$ cat src/rtl/dq_pkg.sv
// ----------------------------------------------------------------------------
// dq_pkg: shared types and constants for the double-ended queue
// Request and status codes, cell commands and the sizing of the cell row.
// ----------------------------------------------------------------------------
package dq_pkg;

	localparam int DEPTH   = 16;
	localparam int CNT_W   = $clog2(DEPTH + 1);
	localparam int DATA_W  = 32;

	typedef logic signed [DATA_W-1:0] data_t;
	typedef logic [CNT_W-1:0]         count_t;

	localparam data_t EMPTY_VALUE = -32'sd1;
	localparam count_t FULL_COUNT = CNT_W'(DEPTH);

	typedef enum logic [2:0] {
		REQ_PUSH_BACK  = 3'd0,
		REQ_PUSH_FRONT = 3'd1,
		REQ_POP_FRONT  = 3'd2,
		REQ_POP_BACK   = 3'd3,
		REQ_QUERY      = 3'd4
	} req_type_t;

	typedef enum logic [1:0] {
		ST_OK    = 2'd0,
		ST_UNDER = 2'd1,
		ST_OVER  = 2'd2
	} status_t;

	// What every cell does on the next edge
	typedef enum logic [2:0] {
		CELL_HOLD       = 3'd0,
		CELL_SHIFT_UP   = 3'd1, // take the left neighbor (push front)
		CELL_SHIFT_DOWN = 3'd2, // take the right neighbor (pop front)
		CELL_APPEND     = 3'd3, // first free cell loads the value (push back)
		CELL_TRIM       = 3'd4  // last held cell drops out (pop back)
	} cell_op_t;

	typedef struct packed {
		cell_op_t op;
		data_t    push_value;
	} cell_ctrl_t;

endpackage

$ cat src/rtl/dq_if.sv
// ----------------------------------------------------------------------------
// dq_if: request and response channels of the double-ended queue
// Valid/ready channels; a transfer happens when both are high at a clock edge.
// ----------------------------------------------------------------------------
interface dq_req_if;
	logic                valid;
	logic                ready;
	logic [2:0]          req_type;
	dq_pkg::data_t       push_value;

	modport source (output valid, output req_type, output push_value, input ready);
	modport sink   (input valid, input req_type, input push_value, output ready);
endinterface

interface dq_rsp_if;
	logic                 valid;
	logic                 ready;
	logic [1:0]           status;
	dq_pkg::data_t        front_value;
	dq_pkg::data_t        back_value;
	dq_pkg::count_t       entry_count;
	logic                 is_empty;

	modport source (output valid, output status, output front_value,
		output back_value, output entry_count, output is_empty, input ready);
	modport sink   (input valid, input status, input front_value,
		input back_value, input entry_count, input is_empty, output ready);
endinterface

$ cat src/rtl/dq_cell.sv
// ----------------------------------------------------------------------------
// dq_cell: one slot of the queue's cell row
// Holds one entry and its valid bit; takes data from either neighbor.
// ----------------------------------------------------------------------------
module dq_cell (
	input  logic               clk,
	input  logic               arst_n,
	input  dq_pkg::cell_ctrl_t ctrl,
	input  logic               left_valid,
	input  dq_pkg::data_t      left_data,
	input  logic               right_valid,
	input  dq_pkg::data_t      right_data,
	output logic               valid,
	output dq_pkg::data_t      data
);

	logic          valid_q;
	dq_pkg::data_t data_q;

	always_ff @(posedge clk or negedge arst_n) begin
		if (!arst_n) begin
			valid_q <= 1'b0;
		end else begin
			case (ctrl.op)
				dq_pkg::CELL_SHIFT_UP:   valid_q <= left_valid;
				dq_pkg::CELL_SHIFT_DOWN: valid_q <= right_valid;
				dq_pkg::CELL_APPEND:     valid_q <= valid_q | left_valid;
				dq_pkg::CELL_TRIM:       valid_q <= valid_q & right_valid;
				default:                 valid_q <= valid_q;
			endcase
		end
	end

	always_ff @(posedge clk) begin
		case (ctrl.op)
			dq_pkg::CELL_SHIFT_UP:   data_q <= left_data;
			dq_pkg::CELL_SHIFT_DOWN: data_q <= right_data;
			dq_pkg::CELL_APPEND: begin
				if (left_valid && !valid_q) begin
					data_q <= ctrl.push_value;
				end
			end
			default: data_q <= data_q;
		endcase
	end

	assign valid = valid_q;
	assign data  = data_q;

endmodule

$ cat src/rtl/double_ended_queue.sv
// ----------------------------------------------------------------------------
// double_ended_queue: bounded deque of signed 32-bit values
// Entries sit in a row of cells, front in cell 0, packed toward the front.
//
//   channel | dir | payload
//   req     | in  | req_type, push_value
//   rsp     | out | status, front_value, back_value, entry_count, is_empty
//
// One request per cycle; the response is valid the cycle after the request.
// The cell row moves on each edge that accepts a push or pop it can serve; a pending
// response that is not taken blocks the next request (req.ready follows rsp.ready then).
// Reset empties the row at once through the cell valid bits.
// ----------------------------------------------------------------------------
module double_ended_queue (
	input  logic     clk,
	input  logic     arst_n,
	dq_req_if.sink   req,
	dq_rsp_if.source rsp
);

	logic                 cell_valid [dq_pkg::DEPTH];
	dq_pkg::data_t        cell_data  [dq_pkg::DEPTH];
	logic                 cell_last  [dq_pkg::DEPTH];
	dq_pkg::cell_ctrl_t   ctrl;

	dq_pkg::count_t       count_q;
	logic                 pend_q;
	dq_pkg::status_t      status_q;

	logic                 accept;
	logic                 full;
	logic                 empty;
	dq_pkg::status_t      status_d;
	dq_pkg::data_t        back_sel;

	assign full   = (count_q == dq_pkg::FULL_COUNT);
	assign empty  = !cell_valid[0];
	assign req.ready = !pend_q || rsp.ready;
	assign accept = req.valid && req.ready;

	always_comb begin
		status_d       = dq_pkg::ST_OK;
		ctrl.op        = dq_pkg::CELL_HOLD;
		ctrl.push_value = req.push_value;
		case (req.req_type)
			dq_pkg::REQ_PUSH_BACK: begin
				if (full) status_d = dq_pkg::ST_OVER;
				else      ctrl.op  = dq_pkg::CELL_APPEND;
			end
			dq_pkg::REQ_PUSH_FRONT: begin
				if (full) status_d = dq_pkg::ST_OVER;
				else      ctrl.op  = dq_pkg::CELL_SHIFT_UP;
			end
			dq_pkg::REQ_POP_FRONT: begin
				if (empty) status_d = dq_pkg::ST_UNDER;
				else       ctrl.op  = dq_pkg::CELL_SHIFT_DOWN;
			end
			dq_pkg::REQ_POP_BACK: begin
				if (empty) status_d = dq_pkg::ST_UNDER;
				else       ctrl.op  = dq_pkg::CELL_TRIM;
			end
			default: ; // query and unused codes leave the row alone
		endcase
		if (!accept) begin
			ctrl.op = dq_pkg::CELL_HOLD;
		end
	end

	always_ff @(posedge clk or negedge arst_n) begin
		if (!arst_n) begin
			count_q <= '0;
			pend_q  <= 1'b0;
		end else begin
			if (accept) begin
				pend_q <= 1'b1;
			end else if (rsp.ready) begin
				pend_q <= 1'b0;
			end
			case (ctrl.op)
				dq_pkg::CELL_APPEND,
				dq_pkg::CELL_SHIFT_UP:   count_q <= count_q + dq_pkg::count_t'(1);
				dq_pkg::CELL_SHIFT_DOWN,
				dq_pkg::CELL_TRIM:       count_q <= count_q - dq_pkg::count_t'(1);
				default:                 count_q <= count_q;
			endcase
		end
	end

	always_ff @(posedge clk) begin
		if (accept) begin
			status_q <= status_d;
		end
	end

	for (genvar i = 0; i < dq_pkg::DEPTH; i++) begin : g_cell
		logic          lv;
		logic          rv;
		dq_pkg::data_t ld;
		dq_pkg::data_t rd;

		if (i == 0) begin : g_first
			assign lv = 1'b1;
			assign ld = req.push_value;
		end else begin : g_mid_l
			assign lv = cell_valid[i-1];
			assign ld = cell_data[i-1];
		end

		if (i == dq_pkg::DEPTH - 1) begin : g_end
			assign rv = 1'b0;
			assign rd = '0;
		end else begin : g_mid_r
			assign rv = cell_valid[i+1];
			assign rd = cell_data[i+1];
		end

		assign cell_last[i] = cell_valid[i] && !rv;

		dq_cell u_cell (
			.clk         (clk),
			.arst_n      (arst_n),
			.ctrl        (ctrl),
			.left_valid  (lv),
			.left_data   (ld),
			.right_valid (rv),
			.right_data  (rd),
			.valid       (cell_valid[i]),
			.data        (cell_data[i])
		);
	end

	// exactly one cell is last when the row is not empty
	always_comb begin
		back_sel = '0;
		for (int i = 0; i < dq_pkg::DEPTH; i++) begin
			if (cell_last[i]) begin
				back_sel = back_sel | cell_data[i];
			end
		end
	end

	assign rsp.valid       = pend_q;
	assign rsp.status      = status_q;
	assign rsp.front_value = empty ? dq_pkg::EMPTY_VALUE : cell_data[0];
	assign rsp.back_value  = empty ? dq_pkg::EMPTY_VALUE : back_sel;
	assign rsp.entry_count = count_q;
	assign rsp.is_empty    = empty;

endmodule

$ cat src/flat_wrapper.sv
// flat-port wrapper written by rule: the top's interface ports become plain ports
module double_ended_queue_flat 
  (clk, arst_n, req_valid, req_req_type, req_push_value, req_ready, rsp_valid, rsp_status, rsp_front_value, rsp_back_value, rsp_entry_count, rsp_is_empty, rsp_ready);
  dq_req_if req_i ();
  dq_rsp_if rsp_i ();
  input  logic clk;
  input  logic arst_n;
  input wire logic [$bits(req_i.valid)-1:0] req_valid;
  input wire logic [$bits(req_i.req_type)-1:0] req_req_type;
  input wire logic [$bits(req_i.push_value)-1:0] req_push_value;
  output wire logic [$bits(req_i.ready)-1:0] req_ready;
  output wire logic [$bits(rsp_i.valid)-1:0] rsp_valid;
  output wire logic [$bits(rsp_i.status)-1:0] rsp_status;
  output wire logic [$bits(rsp_i.front_value)-1:0] rsp_front_value;
  output wire logic [$bits(rsp_i.back_value)-1:0] rsp_back_value;
  output wire logic [$bits(rsp_i.entry_count)-1:0] rsp_entry_count;
  output wire logic [$bits(rsp_i.is_empty)-1:0] rsp_is_empty;
  input wire logic [$bits(rsp_i.ready)-1:0] rsp_ready;
  assign req_i.valid = req_valid;
  assign req_i.req_type = req_req_type;
  assign req_i.push_value = req_push_value;
  assign req_ready = req_i.ready;
  assign rsp_valid = rsp_i.valid;
  assign rsp_status = rsp_i.status;
  assign rsp_front_value = rsp_i.front_value;
  assign rsp_back_value = rsp_i.back_value;
  assign rsp_entry_count = rsp_i.entry_count;
  assign rsp_is_empty = rsp_i.is_empty;
  assign rsp_i.ready = rsp_ready;
  double_ended_queue u_core (.clk(clk), .arst_n(arst_n), .req(req_i), .rsp(rsp_i));
endmodule
$ cat config.mk
export PLATFORM = sky130hd
export DESIGN_NAME = double_ended_queue_flat
export DESIGN_NICKNAME = d
export VERILOG_FILES = /design/src/rtl/dq_pkg.sv /design/src/rtl/dq_if.sv /design/src/rtl/dq_cell.sv /design/src/rtl/double_ended_queue.sv /design/src/flat_wrapper.sv
export SDC_FILE = /design/constraint.sdc
export NUM_CORES = 1
export LEC_CHECK = 0
export BUFFER_PORTS_ARGS = -buffer_cell sky130_fd_sc_hd__buf_2
export CAP_MARGIN = 0
export CORE_ASPECT_RATIO = 0.7
export CORE_UTILIZATION = 40
export CTS_CLUSTER_DIAMETER = 40
export DETAILED_ROUTE_END_ITERATION = 10
export PLACE_DENSITY = 0.54
export SYNTH_ARGS = -nofsm -noshare
export SYNTH_HDL_FRONTEND = slang
export SYNTH_SLANG_ARGS = --single-unit
$ cat constraint.sdc
create_clock -name clk -period 9.1 [get_ports clk]
set_input_delay 0.91 -clock clk [delete_from_list [all_inputs] [get_ports clk]]
set_output_delay 0.91 -clock clk [all_outputs]
set_load 0.02 [all_outputs]
Word-level counts from Yosys, hierarchy flattened --
Index checks and enable logic that the tools add are counted. W data, S select, Z words.
Operators by class: $add $sub $neg 2, eq/ne operators 24, mux-type cells 78, bitwise logic cells 45, reductions and logical operators 61
Operators by type and width (number):
- $pmux W32 S3 | 16
- $mux W32 | 34
- $or A32 B32 Y32 | 15
- $pmux W1 S4 | 14
- $reduce_and A2 Y1 | 16
- $ne A2 B1 Y1 const B | 15
- $logic_not A1 Y1 | 17
- $logic_and A1 B1 Y1 | 16
- $and A1 B1 Y1 | 15
- $or A1 B1 Y1 | 15
- $eq A3 B2 Y1 const B | 4
- $pmux W3 S4 | 1
- $pmux W5 S2 | 1
- $reduce_bool A3 Y1 | 3
- $reduce_or A2 Y1 | 4
- $eq A3 B1 Y1 const B | 2
- $mux W2 | 3
- $mux W3 | 2
- $pmux W1 S3 | 2
- $add A5 B1 Y5 const B | 1
- $eq A5 B5 Y1 const B | 1
- $sub A5 B1 Y5 const B | 1
- $mux W1 | 4
- $pmux W2 S2 | 1
- 6 further kinds | 7
Storage, ports and cells: register bits 536, output and inout bits 74, logic and storage cells 245

Depth between registers and ports, before layout --
word-level depth 34, gate-level depth with buffers 11

Cells and area by module --
Synthesis repeated with hierarchy kept, for this count alone.
Unflattened totals: cell total of the unflattened synthesis 2847, area, all modules 31176.2 um^2
Modules (own cells, without submodules):
- dq_cell | times used 16, cells an instance 150, area an instance 1726.7 um^2, sequential area each 985.9 um^2
- double_ended_queue | times used 1, cells an instance 447, area an instance 3549.7 um^2, sequential area each 210.2 um^2

Least setup slack after synthesis --
No wires, ideal clock.
path type input-to-reg, from in rsp_ready, to reg u_core.g_cell[1].u_cell.data_q[0], enable pin, data arrival time 3.398 ns, required time 8.668 ns, setup slack 5.270 ns, stages 7, path through nor2b_2 > inv_1 > nand2b_1 > nor4_4 > buf_2 > buf_1 > a21oi_1
Between the ends: word-level cells in the longest chain between the ends 6, elaborated cells between the ends (all ways) 9
RTL lines:
- start: declaration | RTL line flat_wrapper.sv:18 | input wire logic [$bits(rsp_i.ready)-1:0] rsp_ready;
- $logic_or A1 B1 Y1 * | RTL line double_ended_queue.sv:38 | assign req.ready = !pend_q || rsp.ready;
- via req_ready | RTL line flat_wrapper.sv:11 | output wire logic [$bits(req_i.ready)-1:0] req_ready;
- $logic_and A1 B1 Y1 * | RTL line double_ended_queue.sv:39 | assign accept = req.valid && req.ready;
- $mux W3 * | RTL line double_ended_queue.sv:64 | if (!accept) begin
- $eq A3 B2 Y1 or $eq A3 B1 Y1 (tied branches) | RTL line dq_cell.sv:35 | case (ctrl.op)
- $ne A2 B1 Y1 (no source line) or $reduce_bool A3 Y1 (tied branches)
- $reduce_and A2 Y1 (no source line) *
- end signal: assignment | RTL line dq_cell.sv:36 | dq_pkg::CELL_SHIFT_UP: data_q <= left_data;
- end signal: assignment | RTL line dq_cell.sv:37 | dq_pkg::CELL_SHIFT_DOWN: data_q <= right_data;
- end signal: assignment | RTL line dq_cell.sv:40 | data_q <= ctrl.push_value;
- end: declaration | RTL line dq_cell.sv:18 | dq_pkg::data_t data_q;
Mark *: on every way through the listed nets, which the timed path passes. The rest lies on a longest branch. A chain may end at the register's enable or synchronous reset.

Worst setup path after layout --
from reg u_core.g_cell[0].u_cell.valid_q, to out rsp_back_value[17]
Between the ends: word-level cells in the longest chain between the ends 33
RTL lines:
- start: declaration | RTL line dq_cell.sv:17 | logic valid_q;
- start signal: assignment | RTL line dq_cell.sv:25 | dq_pkg::CELL_SHIFT_UP: valid_q <= left_valid;
- start signal: assignment | RTL line dq_cell.sv:26 | dq_pkg::CELL_SHIFT_DOWN: valid_q <= right_valid;
- start signal: assignment | RTL line dq_cell.sv:27 | dq_pkg::CELL_APPEND: valid_q <= valid_q | left_valid;
- $logic_and A1 B1 Y1 | RTL line double_ended_queue.sv:117 | assign cell_last[i] = cell_valid[i] && !rv;
- $mux W32 | RTL line double_ended_queue.sv:136 | if (cell_last[i]) begin
- $or A32 B32 Y32 | RTL line double_ended_queue.sv:137 | back_sel = back_sel | cell_data[i];
- $mux W32 | RTL line double_ended_queue.sv:136
- $or A32 B32 Y32 | RTL line double_ended_queue.sv:137
- $mux W32 | RTL line double_ended_queue.sv:136
- $or A32 B32 Y32 | RTL line double_ended_queue.sv:137
- $mux W32 | RTL line double_ended_queue.sv:136
- (+17 left out)
- $mux W32 | RTL line double_ended_queue.sv:136
- $or A32 B32 Y32 | RTL line double_ended_queue.sv:137
- $mux W32 | RTL line double_ended_queue.sv:136
- $or A32 B32 Y32 | RTL line double_ended_queue.sv:137
- $mux W32 | RTL line double_ended_queue.sv:136
- $or A32 B32 Y32 | RTL line double_ended_queue.sv:137
- $mux W32 | RTL line double_ended_queue.sv:136
- $mux W32 * | RTL line double_ended_queue.sv:145 | assign rsp.back_value = empty ? dq_pkg::EMPTY_VALUE : back_sel;
- end: declaration | RTL line flat_wrapper.sv:15 | output wire logic [$bits(rsp_i.back_value)-1:0] rsp_back_value;
Every way passes the cells marked *; elsewhere a longest branch is shown, timed or not.

==> impl_metrics.env <==
export IMPL_status="finished, final reports clean"
export IMPL_clock_skew_ns=0.0182
export IMPL_rsz0062_at_grt="no"
export IMPL_yosysSeqAreaShare_pct=60.9
export IMPL_postCtsSetupBuffers=0
export IMPL_cp_cell_sequence="buf_4 > inv_2 > buf_4 > a221o_1 > a221oi_1 > nand4_1 > buf_2"
export IMPL_netlist_area_leader_share_pct=58.8
export IMPL_worstPathRequired_ns=8.19
export IMPL_cts_sinks=536
export IMPL_yosys_area_top_type="edfxtp_1"
export IMPL_switching_share_pct=31.5
export IMPL_syn_to_final_growth_pct=13.6
export IMPL_start_kind="flip-flop"
export IMPL_antenna_cells=0
export IMPL_tightest_slew_ns=1.14
export IMPL_critPathTopFamily="buffers and inverters"
export IMPL_root_buffer="clkbuf_16"
export IMPL_hold_class="input port to async pin"
export IMPL_drive_gt1_share_pct=19.0
export IMPL_dp_slack_ns=4.85
export IMPL_fill_cells=5705
export IMPL_grt_antenna_before_repair=2
export IMPL_vias=19800
export IMPL_cp_end_kind="primary output"
export IMPL_cts_inserted_buffers=73
export IMPL_min_period_ns=4.67
export IMPL_p_switching_mw=2.45
export IMPL_max_freq_ghz=0.214
export IMPL_crit_type="flip-flop to primary output"
export IMPL_first_pass_iters=6
export IMPL_crit_slowest_cell="dfrtp_2"
export IMPL_fin_crit_sh_pct=51.3
export IMPL_avgViaCountPerCell=7.23
export IMPL_arrival_ns=3.76
export IMPL_dieArea_sq_mm=0.0667
export IMPL_vdd_drop_max_uv=181
export IMPL_core_area_sq_mm=0.0648
export IMPL_yosysWarnings=0
export IMPL_cp_depth=7
export IMPL_placed_area_sq_mm=0.0272
export IMPL_grt_max_degree=217
export IMPL_cp_num_buf_inv=4
export IMPL_syn_area_per_cell_sq_um=14.5
export IMPL_cp_slowest_stage_delay_ns=0.88
export IMPL_powerDensity_mw_per_mm2=261
export IMPL_power_leakage_nw=9.94
export IMPL_hold_viol=0
export IMPL_routed_wire_length_per_instance_microns=33.3
export IMPL_p_clk_share_pct=39.3
export IMPL_synthCells=1811
export IMPL_synth_area_top_cells="edfxtp_1 (59%), a221o_1 (18%), a221oi_1 (4.4%), a22o_1 (3.2%), dfrtp_1 (2.1%)"
export IMPL_yosysUniqueCellTypes=48
export IMPL_tritoncts="done"
export IMPL_postRouteAntennaNets=0
export IMPL_final_util_pct=46.0
export IMPL_die_y_microns=216
export IMPL_p_total_mw=7.78
export IMPL_final_setup_viol_count=0
export IMPL_final_max_slew_violation_count=0
export IMPL_drt_iter0_drc=3388
export IMPL_r2r_cells=6
export IMPL_grt_pass1_wl_microns=131000
export IMPL_p_seq_share_pct=38.8
export IMPL_htree_levels=3
export IMPL_async_flop_share_pct=4.10
export IMPL_place_congestion=0.802
export IMPL_syn_area_sq_mm=0.0262
export IMPL_grt_overflow=0
export IMPL_grt_use_total_pct=26.8
export IMPL_io_buffers=112
export IMPL_clk_latency_ns=0.63
export IMPL_nNetsFinal=1840
export IMPL_tns_ns=0
export IMPL_grt_pass1_vias=18800
export IMPL_setup_ws_ns=4.43
export IMPL_combPwrFrac_pct=21.8
export IMPL_crit_path_frequent_cell="buf_4"
export IMPL_wl_microns=91100
export IMPL_post_route_cell_area_sq_mm=0.0298
export IMPL_remaining_drc_errors=0
export IMPL_hpwl_microns=46700
export IMPL_die_w_microns=308
export IMPL_cts_resized=0
export IMPL_clk_path_buf_depth=3
export IMPL_relSlewSlack_pct=24.3
export IMPL_cap_violations=0
export IMPL_synth_edff_count=514
export IMPL_yosys_most_used_dff="edfxtp_1"
export IMPL_initial_core_util_pct=40.5
export IMPL_rrSetupSlack_ns=4.87
export IMPL_rows=78
export IMPL_syn_num_nets=1854
export IMPL_synth_seq_cells=536
export IMPL_num_io_pins=113
export IMPL_ctsHoldBuffers=0
export IMPL_clkTransAtPathRegs_ns=0.05
export IMPL_path_max_fanout=24
export IMPL_internal_power_mw=5.33
[synth_stat cells, drive strengths merged, types with 2 or more instances]
| library cell | count |
|---|---|
| a21oi | 20 |
| a22oi | 5 |
| a221oi | 133 |
| xnor2 | 4 |
| nor2b | 7 |
| buf | 166 |
| and2 | 34 |
| a21o | 34 |
| dfrtp | 22 |
| o211ai | 2 |
| clkbuf | 78 |
| edfxtp | 514 |
| ha | 3 |
| a22o | 96 |
| nor2 | 23 |
| a32o | 3 |
| nand4 | 33 |
| o21ai | 30 |
| inv | 25 |
| mux2 | 32 |
| nand2b | 36 |
| nand2 | 15 |
| nor3 | 2 |
| a221o | 479 |
[sequential cells by signal (all words and copies together) (netlist names)]
register,cells
u_core.g_cell.u_cell.data,512
u_core.g_cell.u_cell.valid,16
u_core.rsp.entry_count,5
u_core.rsp.status,2
u_core.rsp.valid,1
[final timing paths]
kind	from	endpoint
setup reg to reg	u_core.g_cell[0].u_cell.valid$_DFFE_PN0P_	u_core.g_cell[0].u_cell.data[11]$_DFFE_PP_
max in group asynchronous	arst_n	u_core.g_cell[0].u_cell.valid$_DFFE_PN0P_
min in group clk	req_valid	u_core.rsp.valid$_DFFE_PN0P_
setup / recovery	u_core.g_cell[0].u_cell.valid$_DFFE_PN0P_	rsp_back_value[17]
hold reg to reg	u_core.rsp.entry_count[4]$_DFFE_PN0P_	u_core.rsp.entry_count[4]$_DFFE_PN0P_
hold / removal	arst_n	u_core.rsp.entry_count[2]$_DFFE_PN0P_
[through the flow]
stage | instances | hold WS [ns]
CTS | 2738 | 0.250
detailed placement | 2602 | 0.555
finish | 2738 | 0.260
floorplan | 1811 | 0.519
global route | 2738 | 0.296
global placement | 2602 | 0.545
[power groups by stage]
stage | logic [mW] | clock network [mW] | registers (mW)
2_1_floorplan | 1.02 | 0 | 3.01
3_3_place_gp | 1.66 | 0 | 3.06
3_5_place_dp | 1.67 | 0 | 3.06
4_1_cts | 1.68 | 3.09 | 3.01
5_1_grt | 1.77 | 3.19 | 3.03
6_report | 1.70 | 3.06 | 3.02
[area by class of cell]
cell class | count | area, sq um | share of cell area [%]
multi-input cells | 1005 | 9130 | 30.6
clock buffers | 82 | 1900 | 6.38
clock inverters | 54 | 679 | 2.28
flip-flops and latches | 536 | 16000 | 53.6
well taps | 880 | 1100 | 3.69
inverters | 26 | 97.6 | 0.327
repair buffers | 155 | 921 | 3.09
[kinds of logic after synthesis]
| family | Yosys count | synth area share, % |
|---|---|---|
| compound gates | 808 | 28.4 |
| flops | 536 | 60.9 |
| buf+inv | 270 | 5.49 |
| simple gates | 156 | 3.48 |
| mux | 32 | 1.37 |
| xor+xnor | 5 | 0.167 |
| fa+ha+maj | 4 | 0.219 |
[cells in the final DEF (no fill, tap or decap), drive strengths merged, types with 2 or more instances in the layout]
| cell type | instances |
|---|---|
| edfxtp | 514 |
| nor2 | 23 |
| o21ai | 30 |
| a221oi | 133 |
| inv | 34 |
| nor2b | 7 |
| clkbuf | 82 |
| dfrtp | 22 |
| nor3 | 2 |
| xnor2 | 4 |
| bufinv | 12 |
| a32o | 3 |
| a21oi | 20 |
| ha | 3 |
| and2 | 34 |
| a21o | 34 |
| clkinvlp | 9 |
| a22oi | 5 |
| clkinv | 25 |
| mux2 | 32 |
| o211ai | 2 |
| nand2b | 36 |
| a221o | 479 |
| nand4 | 33 |
| a22o | 96 |
| buf | 155 |
| nand2 | 15 |
[metal layers]
layer | track usage, % | vias up | share of wire [%]
li1 | - | 8026 | -
met1 | 39.6 | 10200 | 42
met2 | 38.3 | 1409 | 43
met3 | 5.68 | 214 | 11
met4 | 9.90 | 2 | 3.4
met5 | 0 | - | 0.012
(Power assumes the default switching activity.)
